<file path="src/hdl/elcr_ram.sv">
// generic single-write, single-read ram with registered read data
module elcr_ram #(
    parameter int WIDTH = 8,
    parameter int DEPTH = 16
) (
    input  logic                     clk,
    input  logic                     we,
    input  logic [$clog2(DEPTH)-1:0] waddr,
    input  logic [WIDTH-1:0]         wdata,
    input  logic [$clog2(DEPTH)-1:0] raddr,
    output logic [WIDTH-1:0]         rdata
);

    logic [WIDTH-1:0] mem [DEPTH];

    always_ff @(posedge clk)
    begin
        if (we)
        begin
            mem[waddr] <= wdata;
        end
        rdata <= mem[raddr];
    end

endmodule

</file>
<file path="config.mk">
export PLATFORM = sky130hd
export DESIGN_NAME = elcr_ram
export DESIGN_NICKNAME = d
export VERILOG_FILES = /design/src/hdl/elcr_ram.sv
export SDC_FILE = /design/constraint.sdc
export NUM_CORES = 1
export LEC_CHECK = 0
export CAP_MARGIN = 0
export CORE_UTILIZATION = 52
export CTS_BUF_LIST = sky130_fd_sc_hd__clkbuf_4 sky130_fd_sc_hd__clkbuf_8 sky130_fd_sc_hd__clkbuf_16
export CTS_CLUSTER_DIAMETER = 120
export DETAILED_ROUTE_END_ITERATION = 12
export DONT_BUFFER_PORTS = 1
export PLACE_DENSITY = 0.67
export SETUP_SLACK_MARGIN = 0.4
export SYNTH_ARGS = -nofsm -noshare
export SYNTH_HDL_FRONTEND = slang
export SYNTH_SLANG_ARGS = --single-unit
</file>
<file path="constraint.sdc">
create_clock -name clk -period 3.95 [get_ports clk]
set_input_delay 0.395 -clock clk [delete_from_list [all_inputs] [get_ports clk]]
set_output_delay 0.395 -clock clk [all_outputs]
set_load 0.005 [all_outputs]
</file>
==> impl_results.md <==
- Worst Setup SP: waddr[2]
- Worst path slowest cell: nor3_1
- CP arrival: about 1800 ps
- Hold_sp: raddr[1]
- Mapped Nets: 247
- CTS tree: yes
- Avg Inst Size Synth: 22.48 um^2
- Final setup viols: 0
- Area share of the largest cell type after synthesis: 74.67%
- Slowest stage delay, CP: between 800 and 900 ps
- Worst setup EP type: flip-flop
- Vias in the first global route: approximately 2300
- Sequential cell area: around 4000 um^2
- Ys Warns: 0
- Final #Nets: ~270
- Drt first pass iters: 4
- First-pass GRT wire length: around 14 mm
- Clk_skew: 8.561 ps
- Top-level I/O count: 26
- Share of cells above drive strength 1: 19.62%
- Total congestion overflow: 0
- First DRT Iteration DRCs: around 200
- Overall routing resource usage: 20.01%
- Register area share after synthesis: 77.78%
- DRC viols: 0
- Min Tclk post-route: 1640 ps
- CP max FO: 8
- Setup TNS: 0 ps
- WL/cell: 23.74 um
- Distinct cells, synth: 19
- Die span in y: approximately 100 um
- Final Cycle Share: approximately two fifths
- Core footprint: between 9000 and 10000 um^2
- LEAKAGE: a little under 2 nW
- Initial Util: 54.67%
- HP Class: input port to flip-flop
- Die X: 101.5 um
- Final wirelength: a little over 9 mm
- Area growth syn-to-layout: 15.80%
- Post-synth top cells: edfxtp_1, mux4_2, a22oi_1
- Post-synthesis cell count: 229
- Post-synth ARST share: 0%
- Worst ir drop on vdd: ~0.32 mV
- Critical-path cell list: or3b_2 > nor3_1
- Antenna Cells: 0
- Final std cells w/o fill: between 300 and 400
- Cell with the most instances after synthesis: edfxtp_1
- Delay-heaviest family, CP: simple AND/OR/NAND/NOR gates
- Worst Hold Margin: around 190 ps
- Sink Count: about 140
- Post-CTS Setup Bufs: 0
- HPWL after DPL: between 5 and 6 mm
- CTS clock-pin slew for the worst setup and hold paths: around 60 ps
- DR vias: 2303
- Multi-input gate area in the final layout: between 1000 and 1500 um^2
- Least-Margin Pin Slew: 1189 ps
- Vias per cell: approximately 6
- Clock Tree Buf Depth: 2
- Maxcap violations: 0
- Status: completed
- Critical Path RT: roughly 4100 ps
- Cell taking the most area after synthesis: edfxtp_1
- Placer Congestion: approximately 0.70
- Hold Fails Final Rpt: 0
- CP startpoint kind: input port
- Top FF cell, synth: edfxtp_1
- Cells after DPL: about 350
- Worst Slack Setup Final: 2310 ps
- Syn Std Cell Area: a little over 5000 um^2
- Fillers: around 630
- Largest net degree at the start of global routing: 33
- CTS root buf: clkbuf_8
- Port-buffer cells: 0
- Ranking of synthesized cells by area: edfxtp_1, mux4_2, mux4_1, dfxtp_1, a22oi_1
- Remaining antenna violation count: 0
- Critical path type: input port to flip-flop
- Buf+Inv Stages, Crit Path: 0
- Pre-CTS setup slack: between 1500 and 2000 ps
- Die ar.: approximately 10000 um^2
- Total CTS buffers: 17
- EDFF count, synth: 128
- Worst slew margin: approximately 20%
- #FFs+latches synth: 136
- Row count: 35
- Htree depth: 4
- Reg-to-Reg Start: mem[1][0]
- Clk Latency, worst-skew pair: about 520 ps
- Initial antenna violation count: 0
- Power per standard cell area: around 580 nW/um^2
- Count of pins over their slew limit: 0
- Unrepaired setup endpoints after global routing: false
- FMAX: ~610 MHz
[kinds of logic (layout without fill, tap and decap cells)]
kind of cell,after synthesis,count (layout),synth area share [%]
compound gates,16,16,2.334
buf+inv,10,41,1.677
simple gates,35,35,3.184
flops,136,136,77.78
mux,32,32,15.02
[per-stage QoR]
step	total power [mW]	utilization [%]	cell area, um^2
after global placement	1.738	55.55	5230
after global routing	3.545	63.31	5961
final	3.453	63.31	5961
after CTS	3.472	63.31	5961
after floorplan	1.733	-	5147
after detailed placement	1.740	55.55	5230
[final cells by class]
class / instances / area share (%)
multi-input combinational: 83 / 17.74
clock buffer: 22 / 7.578
clock inverter: 10 / 3.338
timing repair buffer: 9 / 1.469
sequential: 136 / 67.17
tap: 129 / 2.708
[power breakdown]
group          total (mW)  switching, mW  internal [mW]
logic               0.111         0.0596         0.0511
registers            1.62        0.00971           1.61
clock network        1.72          0.537           1.18
total                3.45          0.606           2.85
[final timing paths]
check,to,slack (ps),cells after the start
worst max-delay path,mem[0][6],2310,2
worst min-delay path,rdata[3],190,3
worst max register to register,rdata[0],2550,3
worst min register to register,rdata[2],670,3
[sequential cells by signal, indices dropped and copies added (netlist names)]
signal and flops:
mem 128, rdata 8
[worst min-delay path, stage by stage]
cell and delay, ps:
mux4_2 160, a22oi_1 60, nand2_1 50
[cells in the final DEF, fill, tap and decap left out, types with 2 or more instances in the layout]
| master | Yosys | routed |
|---|---|---|
| a22oi_1 | 16 | 16 |
| bufinv_16 | 0 | 6 |
| clkbuf_16 | 0 | 16 |
| clkbuf_4 | 0 | 5 |
| clkinv_2 | 0 | 3 |
| dfxtp_1 | 8 | 8 |
| dlygate4sd3_1 | 0 | 8 |
| edfxtp_1 | 128 | 128 |
| mux4_1 | 14 | 14 |
| mux4_2 | 18 | 18 |
| nand2_1 | 9 | 9 |
| nand2b_1 | 2 | 2 |
| nand3b_1 | 2 | 2 |
| nor2_1 | 13 | 13 |
| nor3_1 | 4 | 4 |
[routing by layer]
| layer | share of wire [%] | GRT usage [%] |
|---|---|---|
| met5 | 0 | 0 |
| met4 | 0.86 | 7.804 |
| met3 | 8.3 | 6.418 |
| met2 | 49 | 29.46 |
| met1 | 42 | 28.25 |
[what timing repair did]
item	CTS	global route
gates resized for setup	0	0
hold buffers	8	0
hold endpoints to repair	128	0
Power figures use the tool's default switching activity.
