--- src/hdl/elcr_pkg.sv ---
// shared constants and widths for the edge length constraint relaxer
package elcr_pkg;

    // default configuration of the top level
    localparam int NODE_COUNT_DEF  = 64;
    localparam int COORD_BITS_DEF  = 24;

    // fixed field widths
    localparam int NODE_W    = 6;
    localparam int POS_W     = 24;
    localparam int DELTA_W   = 24;
    localparam int REST_W    = 23;
    localparam int TOL_W     = 21;
    localparam int CFG_W     = 23;
    localparam int CFG_IDX_W = 1;

    // register indexes
    localparam logic [CFG_IDX_W-1:0] REG_REST_LENGTH = 1'b0;
    localparam logic [CFG_IDX_W-1:0] REG_TOLERANCE   = 1'b1;

    // register reset values
    localparam logic [REST_W-1:0] REST_RESET = 23'd209715;
    localparam logic [TOL_W-1:0]  TOL_RESET  = 21'd0;

    // operation codes
    localparam logic OP_WRITE = 1'b0;
    localparam logic OP_RELAX = 1'b1;

    // internal arithmetic widths
    localparam int SCALE_BITS = 25;              // scaled magnitudes stay below 2^25
    localparam int SC_W       = SCALE_BITS + 1;  // signed scaled component
    localparam int SQ_W       = 2 * SCALE_BITS;  // one squared component
    localparam int SUM_W      = SQ_W + 2;        // sum of three squares
    localparam int ROOT_W     = SUM_W / 2;       // integer square root
    localparam int QUOT_W     = DELTA_W;         // move magnitude never exceeds |delta|
    localparam int PROD_W     = QUOT_W + DELTA_W; // |delta| * |component| < 2^48
    localparam int MOVE_W     = QUOT_W + 1;

    localparam logic signed [DELTA_W-1:0] DELTA_MAX = 24'sh7FFFFF;
    localparam logic signed [DELTA_W-1:0] DELTA_MIN = 24'sh800000;

endpackage

--- src/hdl/elcr_div.sv ---
// restoring divider lane, one quotient bit per cycle
module elcr_div (
    input  logic                          clk,
    input  logic                          rst_n,
    input  logic                          start,
    input  logic [elcr_pkg::PROD_W-1:0]   dividend,
    input  logic [elcr_pkg::ROOT_W-1:0]   divisor,
    output logic                          done,
    output logic [elcr_pkg::QUOT_W-1:0]   quot
);

    localparam int RW = elcr_pkg::ROOT_W;
    localparam int QW = elcr_pkg::QUOT_W;
    localparam int PW = elcr_pkg::PROD_W;
    localparam int CW = $clog2(QW + 1);

    logic          busy_reg;
    logic          done_reg;
    logic [CW-1:0] cnt_reg;
    logic [RW-1:0] rem_reg;
    logic [QW-1:0] low_reg;
    logic [RW-1:0] dvs_reg;

    logic [RW:0]   t;
    logic          ge;

    always_comb
    begin
        t  = {rem_reg, low_reg[QW-1]};
        ge = t >= {1'b0, dvs_reg};
    end

    always_ff @(posedge clk or negedge rst_n)
    begin
        if (!rst_n)
        begin
            busy_reg <= 1'b0;
            done_reg <= 1'b0;
            cnt_reg  <= '0;
        end
        else if (start)
        begin
            busy_reg <= 1'b1;
            done_reg <= 1'b0;
            cnt_reg  <= CW'(QW);
        end
        else if (busy_reg)
        begin
            cnt_reg <= cnt_reg - 1'b1;
            if (cnt_reg == CW'(1))
            begin
                busy_reg <= 1'b0;
                done_reg <= 1'b1;
            end
        end
        else
        begin
            done_reg <= 1'b0;
        end
    end

    // the quotient fits in QW bits, so the upper part starts below the divisor
    always_ff @(posedge clk)
    begin
        if (start)
        begin
            rem_reg <= RW'(dividend[PW-1:QW]);
            low_reg <= dividend[QW-1:0];
            dvs_reg <= divisor;
        end
        else if (busy_reg)
        begin
            rem_reg <= ge ? RW'(t - {1'b0, dvs_reg}) : RW'(t);
            low_reg <= {low_reg[QW-2:0], ge};
        end
    end

    assign done = done_reg;
    assign quot = low_reg;

endmodule
--- config.mk ---
export PLATFORM = sky130hd
export DESIGN_NAME = elcr_div
export DESIGN_NICKNAME = d
export VERILOG_FILES = /design/src/hdl/elcr_pkg.sv /design/src/hdl/elcr_div.sv
export SDC_FILE = /design/constraint.sdc
export NUM_CORES = 1
export LEC_CHECK = 0
export BUFFER_PORTS_ARGS = -buffer_cell sky130_fd_sc_hd__buf_4
export CAP_MARGIN = 10
export CORE_MARGIN = 2
export CORE_UTILIZATION = 38
export CTS_BUF_LIST = sky130_fd_sc_hd__clkbuf_8
export DETAILED_ROUTE_END_ITERATION = 8
export GPL_ROUTABILITY_DRIVEN = 0
export PLACE_DENSITY = 0.65
export SKIP_CTS_REPAIR_TIMING = 1
export SLEW_MARGIN = 20
export SYNTH_ARGS = -nofsm -noshare
export SYNTH_HDL_FRONTEND = slang
export SYNTH_SLANG_ARGS = --single-unit
--- constraint.sdc ---
create_clock -name clk -period 4.04 [get_ports clk]
set_clock_uncertainty 0.2 [all_clocks]
set_input_delay 0.808 -clock clk [delete_from_list [all_inputs] [get_ports clk]]
set_output_delay 0.808 -clock clk [all_outputs]
set_load 0.02 [all_outputs]
==> impl_metrics.yaml <==
grt:
  grt-ovfl-total: 0
  grt_pass1_vias: 3603
  grt_max_degree: 63
  grt_usage_pct: 15.96
  grt_first_pass_wirelength_um: 17740
  antenna_found_initial: 0
clocking:
  clock_path_buffers: 2
  cts-buffers-inserted: 9
  worst_skew_pair.late_latency_ns: 0.37
  cts_sinks: 83
  root_buffer: "clkbuf_8"
  cts_max_level: 3
  cts_tree: "done"
  clk_pin_slew_ns: 0.09
run_status:
  outcome: "finished, final reports clean"
sta:
  rsz0062_at_grt: "false"
  hold_viol: 0
  maxSlewViolCount: 0
  fmax_mhz: 295.3
  setup_viol: 0
  finalSetupTns_ns: 0
  min_period_over_period_pct: 83.82
  relSlewSlack_pct: 52.47
  fin_crit_ns: 3.386
  tightestPinTransition_ns: 0.7130
setup_path:
  critPathTopFamily: "compound AO/OA/AOI/OAI gates"
  max_stage_delay_ns: 0.46
  cp_slowest_cell: "or4_1"
  cp_max_fo: 5
  cp-start-kind: "flop"
  critPathRequiredTime_ns: 3.95
  cp_common_cell: "inv_1"
  cp_num_buf_inv: 2
  path_cells: "inv_1 > ha_1 > inv_1 > fa_1 > a21oi_1 > o211ai_1 > a31oi_2 > o21ai_1 > and3_1 > or4_1 > nand4b_1 > o311ai_1"
  cp.arrival_ns: 3.29
  crit_type: "reg2reg"
  critPathCaptureType: "flop"
power_and_ir_drop:
  clockPowerShare_pct: 16.7
  seq_power_share_pct: 32.9
  peakVddDrop_v: 0.0002761
  p_int_mw: 2.385
  combPwrFrac_pct: 50.4
  total_power_mw: 3.843
  power_density_nw_per_um2: 626.9
  p_sw_mw: 1.458
  power.leakage_nw: 2.641
  swShare_pct: 37.93
floorplanning:
  dieArea_um2: 14030
  boundaryPins: 102
  design.core.area_um2: 12720
  dieWidth_um: 118.4
  die_h_um: 118.4
  start_util_pct: 39.11
  rows: 41
detailed_routing:
  wl_per_cell_um: 15.29
  drt_drc_violations_left: 0
  vias: 3635
  top_layer_used: "met4"
  routed_wl_um: 10980
  wl_met1_um: 5111
  drtIter0Drc: 157
  dr_wl_met2_um: 5194
  ant_nets: 0
  firstDrtPassIters: 4
  route.met3.wl_um: 486
  post_drt_via_cell_ratio: 5.063
placement:
  dpl_cell_area_um2: 5913
  place_hpwl_um: 8271
  numPortBuffers: 101
yosys:
  ys_ff_latch: 83
  ys.warnings.count: 0
  syn_avg_cell_area_um2: 11.26
  syn_area_um2: 4976
  synth_flop_cell: "edfxtp_1"
  syn_inst: 442
  yosysUniqueCellTypes: 60
  synth-edff-count: 74
  synth_fp_nets: 548
  async_flop_share_pct: 8.434
  ys_seq_area_share_pct: 48.98
finish:
  finalCoreUtilization_pct: 48.18
  seq_area_um2: 2437
  nNetsFinal: 648
  multiInputGateArea_um2: 2326
  n_fill_cell: 1233
  antenna_cells: 0
  fin_area_um2: 6130
  area_growth_pct: 23.18
  drive_above_1_share_pct: 29.49
hold_path:
  hp-class: "reg2reg"
job:
  cap_violations: 0
## cells by family (layout without fill, tap and decap cells)
kind of cell    after synthesis  after routing  synth area share [%]
fa+ha+maj                    29             29                 7.443
flops                        83             83                 48.98
mux                          50             50                 10.86
xor+xnor                     26             26                 4.576
compound gates              104            104                 14.18
buf+inv                      54            158                 4.274
simple gates                 96             96                 9.681
## stage by stage
stage	worst slack (ns)	instances	hold slack (ns)
finish	0.6538	718	0.3264
CTS	0.6668	717	-0.002451
floorplan	0.8080	442	0.2780
detailed placement	0.6926	702	0.3144
global route	0.4364	718	0.3761
global placement	0.7620	702	0.3021
## synthesized netlist by cell type, drive strengths merged (2+ instances only)
| cell type | number | area share (%) |
|---|---|---|
| a211oi | 2 | 0.30 |
| a21o | 16 | 2.4 |
| a21oi | 23 | 2.5 |
| a311oi | 2 | 0.35 |
| a31oi | 7 | 1.0 |
| a41oi | 3 | 0.91 |
| and3 | 2 | 0.25 |
| buf | 4 | 0.50 |
| clkbuf | 15 | 1.1 |
| dfrtp | 7 | 3.5 |
| dfxtp | 2 | 0.80 |
| edfxtp | 74 | 45 |
| ha | 28 | 7.0 |
| inv | 35 | 2.6 |
| mux2 | 32 | 7.2 |
| mux2i | 18 | 3.6 |
| nand2 | 38 | 2.9 |
| nand2b | 3 | 0.38 |
| nand3 | 8 | 0.80 |
| nand3b | 2 | 0.30 |
| nand4 | 2 | 0.55 |
| nand4b | 2 | 0.35 |
| nor2 | 17 | 1.3 |
| nor2b | 7 | 0.88 |
| nor3 | 6 | 0.60 |
| o2111a | 2 | 0.45 |
| o211ai | 3 | 0.45 |
| o21a | 2 | 0.30 |
| o21ai | 32 | 3.2 |
| o311ai | 2 | 0.35 |
| or2 | 2 | 0.25 |
| xnor2 | 16 | 2.8 |
| xor2 | 10 | 1.8 |
## cells in the final DEF (no fill, tap or decap), types with 3 or more instances in the layout
cell / n
buf_4: 107
xor2_1: 10
nand3_1: 8
nand2_1: 38
mux2_1: 4
o211ai_1: 3
nand2b_1: 3
a21oi_1: 22
inv_1: 36
mux2i_1: 18
nor2b_1: 7
mux2_2: 28
a21o_1: 15
nor2_1: 17
o21ai_1: 4
a31oi_1: 6
dfrtp_1: 7
clkbuf_8: 9
o21ai_0: 28
ha_1: 28
nor3_1: 6
edfxtp_1: 74
xnor2_1: 16
## power groups by stage
stage | clock [mW] | combinational [mW] | sequential, mW
after floorplan | 0 | 1.45 | 1.29
after global placement | 0 | 1.90 | 1.27
after detailed placement | 0 | 1.93 | 1.28
after CTS | 0.670 | 1.94 | 1.27
after global routing | 0.699 | 2.15 | 1.29
final | 0.641 | 1.94 | 1.26
## final cells by class
type                    count  share of cell area (%)
clock buffers               9                   2.021
repair buffers            108                   13.27
well taps                 172                   3.511
flip-flops and latches     83                   39.76
multi-input cells         305                   37.95
clock inverters             6                   1.347
inverters                  35                   2.143
## per-layer routing
metal	global-route usage (%)	vias up
li1	-	1822
met1	21.15	1721
met2	25.33	81
met3	3.185	11
met4	6.994	0
met5	0	-
## tightest hold or removal path: stages (launching register included)
cell      delay, ns
edfxtp_1       0.36
a31oi_1        0.07
o21ai_0        0.07
## final timing paths
path                       slack [ns]                   from  depth (start not counted)                       end
min                              0.33  rem_reg[23]$_DFFE_PP_                          2  rem_reg[24]$_SDFFE_PP0P_
max reg2reg                      0.65     quot[23]$_DFFE_PP_                         12     rem_reg[18]$_DFFE_PP_
max                              0.65     quot[23]$_DFFE_PP_                         12     rem_reg[18]$_DFFE_PP_
max in group asynchronous        2.94                  rst_n                          2          done$_DFFE_PN0P_
min in group asynchronous        0.58                  rst_n                          2    cnt_reg[0]$_DFFE_PN0P_
min reg2reg                      0.33  rem_reg[23]$_DFFE_PP_                          2  rem_reg[24]$_SDFFE_PP0P_
(Power assumes the default switching activity.)
