===== config.mk =====
export PLATFORM = sky130hd
export DESIGN_NAME = elcr_sqrt
export DESIGN_NICKNAME = d
export VERILOG_FILES = /design/src/hdl/elcr_pkg.sv /design/src/hdl/elcr_sqrt.sv
export SDC_FILE = /design/constraint.sdc
export NUM_CORES = 1
export LEC_CHECK = 0
export BUFFER_PORTS_ARGS = -buffer_cell sky130_fd_sc_hd__buf_4
export CORE_MARGIN = 2
export CORE_UTILIZATION = 40
export CTS_CLUSTER_DIAMETER = 60
export DETAILED_ROUTE_END_ITERATION = 6
export PLACE_DENSITY = 0.59
export SETUP_SLACK_MARGIN = 0.1
export SLEW_MARGIN = 20
export SYNTH_ARGS = -nofsm -noshare
export SYNTH_HDL_FRONTEND = slang
export SYNTH_SLANG_ARGS = --single-unit

===== constraint.sdc =====
create_clock -name clk -period 2.5 [get_ports clk]
set_input_delay 0.5 -clock clk [delete_from_list [all_inputs] [get_ports clk]]
set_output_delay 0.5 -clock clk [all_outputs]
set_load 0.05 [all_outputs]

===== src/hdl/elcr_pkg.sv =====
// shared constants and widths for the edge length constraint relaxer
package elcr_pkg;

    // default configuration of the top level
    localparam int NODE_COUNT_DEF  = 64;
    localparam int COORD_BITS_DEF  = 24;

    // fixed field widths
    localparam int NODE_W    = 6;
    localparam int POS_W     = 24;
    localparam int DELTA_W   = 24;
    localparam int REST_W    = 23;
    localparam int TOL_W     = 21;
    localparam int CFG_W     = 23;
    localparam int CFG_IDX_W = 1;

    // register indexes
    localparam logic [CFG_IDX_W-1:0] REG_REST_LENGTH = 1'b0;
    localparam logic [CFG_IDX_W-1:0] REG_TOLERANCE   = 1'b1;

    // register reset values
    localparam logic [REST_W-1:0] REST_RESET = 23'd209715;
    localparam logic [TOL_W-1:0]  TOL_RESET  = 21'd0;

    // operation codes
    localparam logic OP_WRITE = 1'b0;
    localparam logic OP_RELAX = 1'b1;

    // internal arithmetic widths
    localparam int SCALE_BITS = 25;              // scaled magnitudes stay below 2^25
    localparam int SC_W       = SCALE_BITS + 1;  // signed scaled component
    localparam int SQ_W       = 2 * SCALE_BITS;  // one squared component
    localparam int SUM_W      = SQ_W + 2;        // sum of three squares
    localparam int ROOT_W     = SUM_W / 2;       // integer square root
    localparam int QUOT_W     = DELTA_W;         // move magnitude never exceeds |delta|
    localparam int PROD_W     = QUOT_W + DELTA_W; // |delta| * |component| < 2^48
    localparam int MOVE_W     = QUOT_W + 1;

    localparam logic signed [DELTA_W-1:0] DELTA_MAX = 24'sh7FFFFF;
    localparam logic signed [DELTA_W-1:0] DELTA_MIN = 24'sh800000;

endpackage


===== src/hdl/elcr_sqrt.sv =====
// iterative integer square root, one result bit per cycle
module elcr_sqrt (
    input  logic                          clk,
    input  logic                          rst_n,
    input  logic                          start,
    input  logic [elcr_pkg::SUM_W-1:0]    radicand,
    output logic                          done,
    output logic [elcr_pkg::ROOT_W-1:0]   root
);

    localparam int RW = elcr_pkg::ROOT_W;
    localparam int SW = elcr_pkg::SUM_W;
    localparam int CW = $clog2(RW + 1);

    logic          busy_reg;
    logic          done_reg;
    logic [CW-1:0] cnt_reg;
    logic [SW-1:0] rad_reg;
    logic [RW:0]   rem_reg;
    logic [RW-1:0] root_reg;

    logic [RW+2:0] rem_t;
    logic [RW+2:0] trial;
    logic          ge;

    always_comb
    begin
        rem_t = {rem_reg, rad_reg[SW-1 -: 2]};
        trial = (RW + 3)'({root_reg, 2'b01});
        ge    = rem_t >= trial;
    end

    always_ff @(posedge clk or negedge rst_n)
    begin
        if (!rst_n)
        begin
            busy_reg <= 1'b0;
            done_reg <= 1'b0;
            cnt_reg  <= '0;
        end
        else if (start)
        begin
            busy_reg <= 1'b1;
            done_reg <= 1'b0;
            cnt_reg  <= CW'(RW);
        end
        else if (busy_reg)
        begin
            cnt_reg <= cnt_reg - 1'b1;
            if (cnt_reg == CW'(1))
            begin
                busy_reg <= 1'b0;
                done_reg <= 1'b1;
            end
        end
        else
        begin
            done_reg <= 1'b0;
        end
    end

    always_ff @(posedge clk)
    begin
        if (start)
        begin
            rad_reg  <= radicand;
            rem_reg  <= '0;
            root_reg <= '0;
        end
        else if (busy_reg)
        begin
            rad_reg  <= {rad_reg[SW-3:0], 2'b00};
            rem_reg  <= ge ? (RW + 1)'(rem_t - trial) : (RW + 1)'(rem_t);
            root_reg <= {root_reg[RW-2:0], ge};
        end
    end

    assign done = done_reg;
    assign root = root_reg;

endmodule


==> impl.org <==
** Synth
- The post-synthesis compound-gate area fraction came to 0.144.
- After synthesis the cells add up to 0.00657 mm².
- In the synthesized netlist the dominant register cell turns out to be sky130_fd_sc_hd__dfxtp_1.
- XOR/XNOR share of the synthesized area :: 0.0240
- The number of different library cells used by synthesis comes to 73.
- Of the total synthesized cell area, the portion taken by AND, OR, NAND and NOR gates is 0.158.
- The synthesized design contains 52 enable-type register cells.
- Share of synthesized area occupied by flip-flops and latches :: 0.426
- Synth area leaders :: sky130_fd_sc_hd__edfxtp_1, sky130_fd_sc_hd__dfxtp_1, sky130_fd_sc_hd__mux2_2
- Number of instances in the synthesized netlist :: 652
- Cell type contributing the most total cell area after synthesis :: sky130_fd_sc_hd__edfxtp_1
- Flip-flop and latch count after synthesis :: 112
- During synthesis, Yosys emitted a total of 0 warnings.
- Fraction of the mapped netlist area in adder cells :: 0.0572
- After synthesis, the share of flip-flops with an asynchronous set or reset is 0.0625.
- Area share of the largest cell type after synthesis :: 0.238
- Net count after synthesis :: 737
- The average instance in the mapped netlist occupies 10.1 µm².
- After synthesis, the largest family of logic cells by area is simple AND/OR/NAND/NOR gates.
- Post-synthesis mux area share :: 0.129

** Hold path
- Worst Hold Depth :: 2
- The path class of the tightest hold or removal check is in -> reg.

** Critical path
- Data on the critical path is required at its endpoint by 2.81 ns.
- CP Max Fanout :: 6
- For the worst flop-to-flop path, the logic depth is 10.
- STA classifies the critical path startpoint as a flip-flop.
- Critical path class :: reg -> reg
- Arrival time of data at the critical path endpoint :: 2.88 ns
- Worst setup EP type :: flip-flop

** Pwr
- Across the VDD grid, the largest voltage drop is 0.616 mV.
- Power density normalized to cell area :: 1180 mW/mm²
- Leakage power figure :: 3.90 nW

** STA
- Setup total negative slack on the finished layout was measured at -0.493 ns.
- For the pin with the worst max-slew slack, the measured transition is 0.650 ns.
- Final hold vios :: 0
- After layout, the minimum clock period comes to 2.57 ns.
- Setup violations remaining at the end of the flow were counted as 14.
- Setup repair after global routing could not meet its margin everywhere.
- Once routing completed, OpenROAD measured the worst setup slack at -0.0659 ns.
- Across the routed clock network, the largest skew measured is 0.0110 ns.
- Based on the critical path, the design can be clocked at up to 390 MHz.
- In this run the tightest slew margin relative to its limit is 0.566.
- The number of max-slew violations in the final report was 0.
- Final Cycle Share :: 1.03

** Placed design
- Once placement completed, the tool counted placed cells totaling 1024.
- DP Wirelength :: 12800 µm
- Port buffering added 81 buffers.
- Gp weighted congestion :: 0.926

** Run status
- The run finished, with violations left.
- The final reports fail on setup timing.

** Floorplan
- DIE HEIGHT :: 132 µm
- The floorplan step defined a die boundary enclosing 0.0175 mm².
- Area of the core region :: 0.0159 mm²
- 82 I/O pins were placed.
- The initialized floorplan defines 46 standard-cell rows.
- The floorplan step set the die width to 132 µm.
- Starting utilization of the core area :: 0.412

** Clock network
- In this run, CTS created clock tree buffers numbering 9.
- TritonCTS clock tree :: done
- Clk Latency, worst-skew pair :: 0.36 ns
- The clock passes through at most 2 buffers.
- Clock-pin slew was measured on the worst setup and hold paths at 0.09 ns.
- For this design, the sink count on the clock tree is 112.
- Root Buffer Master :: sky130_fd_sc_hd__clkbuf_16
- H-tree levels :: 3

** Finish
- Synth-to-Final Area Change :: 38.3%
- For this run, the number of standard cells in the final layout without fillers is 1054.
- Flip-flop count of the largest register, all copies and words added :: 52
- Share of final-layout standard cells stronger than drive strength 1 :: 0.463
- Post-layout net count :: 918
- The number of antenna diodes in the final layout is 0.

** Routing
- For this run, the detailed router's first-pass iteration total came to 5.
- Routed wire length :: 17800 µm
- Dividing the detail-routed via count by the number of cells gives 5.53.
- In the final routed layout, each cell accounts on average for 16.9 µm.
- After the first detailed-routing iteration, the DRC count stood at 402.
- DRC violation count after routing :: 0
- DRT antenna net count :: 0
- The detailed router placed 5829 vias in this run.

** Global routing
- The number of antenna violations at the first check in global routing was 0.
- Via count of the first global-routing pass :: 5933
- The first global-routing pass estimated 29500 µm of wire.
- Grt total ovfl :: 0
- For this run, the total global-route usage over all layers was measured as 0.207.
- Entering global routing, the biggest net connects 74 pins.

** Run
- Number of max-capacitance violations reported :: 0
[cell usage in the layout (no fill, tap or decap), types with 6 or more instances in the layout]
master,n
sky130_fd_sc_hd__a21o_1,7
sky130_fd_sc_hd__a21oi_1,27
sky130_fd_sc_hd__a21oi_2,6
sky130_fd_sc_hd__a311oi_1,10
sky130_fd_sc_hd__a31oi_1,6
sky130_fd_sc_hd__and3_1,13
sky130_fd_sc_hd__buf_4,197
sky130_fd_sc_hd__buf_6,8
sky130_fd_sc_hd__clkbuf_16,9
sky130_fd_sc_hd__dfrtp_1,6
sky130_fd_sc_hd__dfxtp_1,29
sky130_fd_sc_hd__dfxtp_2,6
sky130_fd_sc_hd__dfxtp_4,18
sky130_fd_sc_hd__edfxtp_1,52
sky130_fd_sc_hd__ha_1,14
sky130_fd_sc_hd__ha_4,14
sky130_fd_sc_hd__inv_1,31
sky130_fd_sc_hd__inv_2,10
sky130_fd_sc_hd__mux2_2,51
sky130_fd_sc_hd__mux2i_1,27
sky130_fd_sc_hd__nand2_1,30
sky130_fd_sc_hd__nand3_1,19
sky130_fd_sc_hd__nand3_2,8
sky130_fd_sc_hd__nand4_1,7
sky130_fd_sc_hd__nor2_1,62
sky130_fd_sc_hd__nor3_1,11
sky130_fd_sc_hd__nor4_1,8
sky130_fd_sc_hd__o211ai_1,7
sky130_fd_sc_hd__o21a_1,6
sky130_fd_sc_hd__o21ai_0,10
sky130_fd_sc_hd__o21ai_1,6
sky130_fd_sc_hd__o21ai_2,11
sky130_fd_sc_hd__xnor2_1,13
[what timing repair did]
action	in CTS	in global routing
hold buffers	1	0
setup buffers	7	5
pin swaps	10	17
cloned	1	0
setup endpoints to repair	28	28
resized for setup	52	39
hold endpoints to repair	7	0
[where the power goes]
group | leakage (nW) | total, W | internal [W] | switching [W]
combinational | 2.67 | 0.00682 | 0.00333 | 0.00349
sequential | 1.08 | 0.00242 | 0.00220 | 0.000214
clock | 0.150 | 0.00150 | 0.000718 | 0.000777
total | 3.90 | 0.0107 | 0.00625 | 0.00448
[cell families (layout without fill, tap and decap cells)]
logic type,count (synthesis),in the layout
buf+inv,80,266
simple gates,199,199
xor+xnor,18,18
flops,112,112
fa+ha+maj,30,30
compound gates,135,135
mux,78,78
[through the flow]
| step | utilization | area, µm² | total power, W | hold WS, ns | setup slack, ns |
|---|---|---|---|---|---|
| after global placement | 0.516 | 8220 | 0.00780 | 0.315 | -0.429 |
| after detailed placement | 0.516 | 8220 | 0.00792 | 0.318 | -0.439 |
| after CTS | 0.555 | 8850 | 0.0101 | 0.423 | -0.0793 |
| final | 0.570 | 9080 | 0.0107 | 0.434 | -0.0659 |
| after global routing | 0.570 | 9080 | 0.0114 | 0.422 | -0.186 |
| after floorplan | - | 6730 | 0.00588 | 0.204 | -0.110 |
[cell usage after synthesis (all sizes together), types with 4 or more instances]
cell and count:
clkbuf 26, nor2b 4, nor4 12, o211ai 7, or4b 4, o21a 6
dfxtp 53, edfxtp 52, a21o 7, o311ai 4, nand3 27, mux2 51
or3 6, a31oi 6, buf 12, nor3 13, xor2 5, mux2i 27
a311oi 13, nor2 62, and4 4, and3 14, nand4 8, inv 41
ha 30, nand2 33, o21ai 27, dfrtp 7, a21oi 34, xnor2 13
[worst paths after layout]
kind	end	slack, ns	start
hold / removal	rad_reg[44]$_DFFE_PP_	0.43	radicand[44]
setup / recovery	rem_reg[11]$_SDFFE_PP0P_	-0.07	root[2]$_SDFFE_PP0P_
hold reg to reg	root[0]$_SDFFE_PP0P_	0.51	root[0]$_SDFFE_PP0P_
setup reg to reg	rem_reg[11]$_SDFFE_PP0P_	-0.07	root[2]$_SDFFE_PP0P_
max in group asynchronous	busy_reg$_DFF_PN0_	1.89	rst_n
min in group asynchronous	cnt_reg[3]$_DFFE_PN0P_	0.47	rst_n
[worst max-delay path, stage by stage, from the launching register on]
cell and delay [ns]:
sky130_fd_sc_hd__dfxtp_4 0.35, sky130_fd_sc_hd__inv_2 0.04, sky130_fd_sc_hd__ha_4 0.14, sky130_fd_sc_hd__or3_1 0.37, sky130_fd_sc_hd__o22a_1 0.23, sky130_fd_sc_hd__a21o_1 0.21
sky130_fd_sc_hd__a2111o_1 0.42, sky130_fd_sc_hd__and3_4 0.20, sky130_fd_sc_hd__buf_4 0.18, sky130_fd_sc_hd__o211ai_1 0.19, sky130_fd_sc_hd__o311a_1 0.18
[area by class of cell]
type / instances / area, µm²
fillers: 1422 / 6860
clock buffers: 9 / 225
clock inverters: 7 / 86.3
flip-flops and latches: 112 / 2870
repair buffers: 209 / 1640
well taps: 216 / 270
multi-input cells: 460 / 3830
inverters: 41 / 154
[routing by layer]
metal,share of wire,up-vias,global-route usage
met3,0.064,29,0.0408
met5,0,-,0
met2,0.49,213,0.342
li1,-,2780,-
met4,0.020,0,0.0906
met1,0.43,2807,0.263
Power figures use the tool's default switching activity.
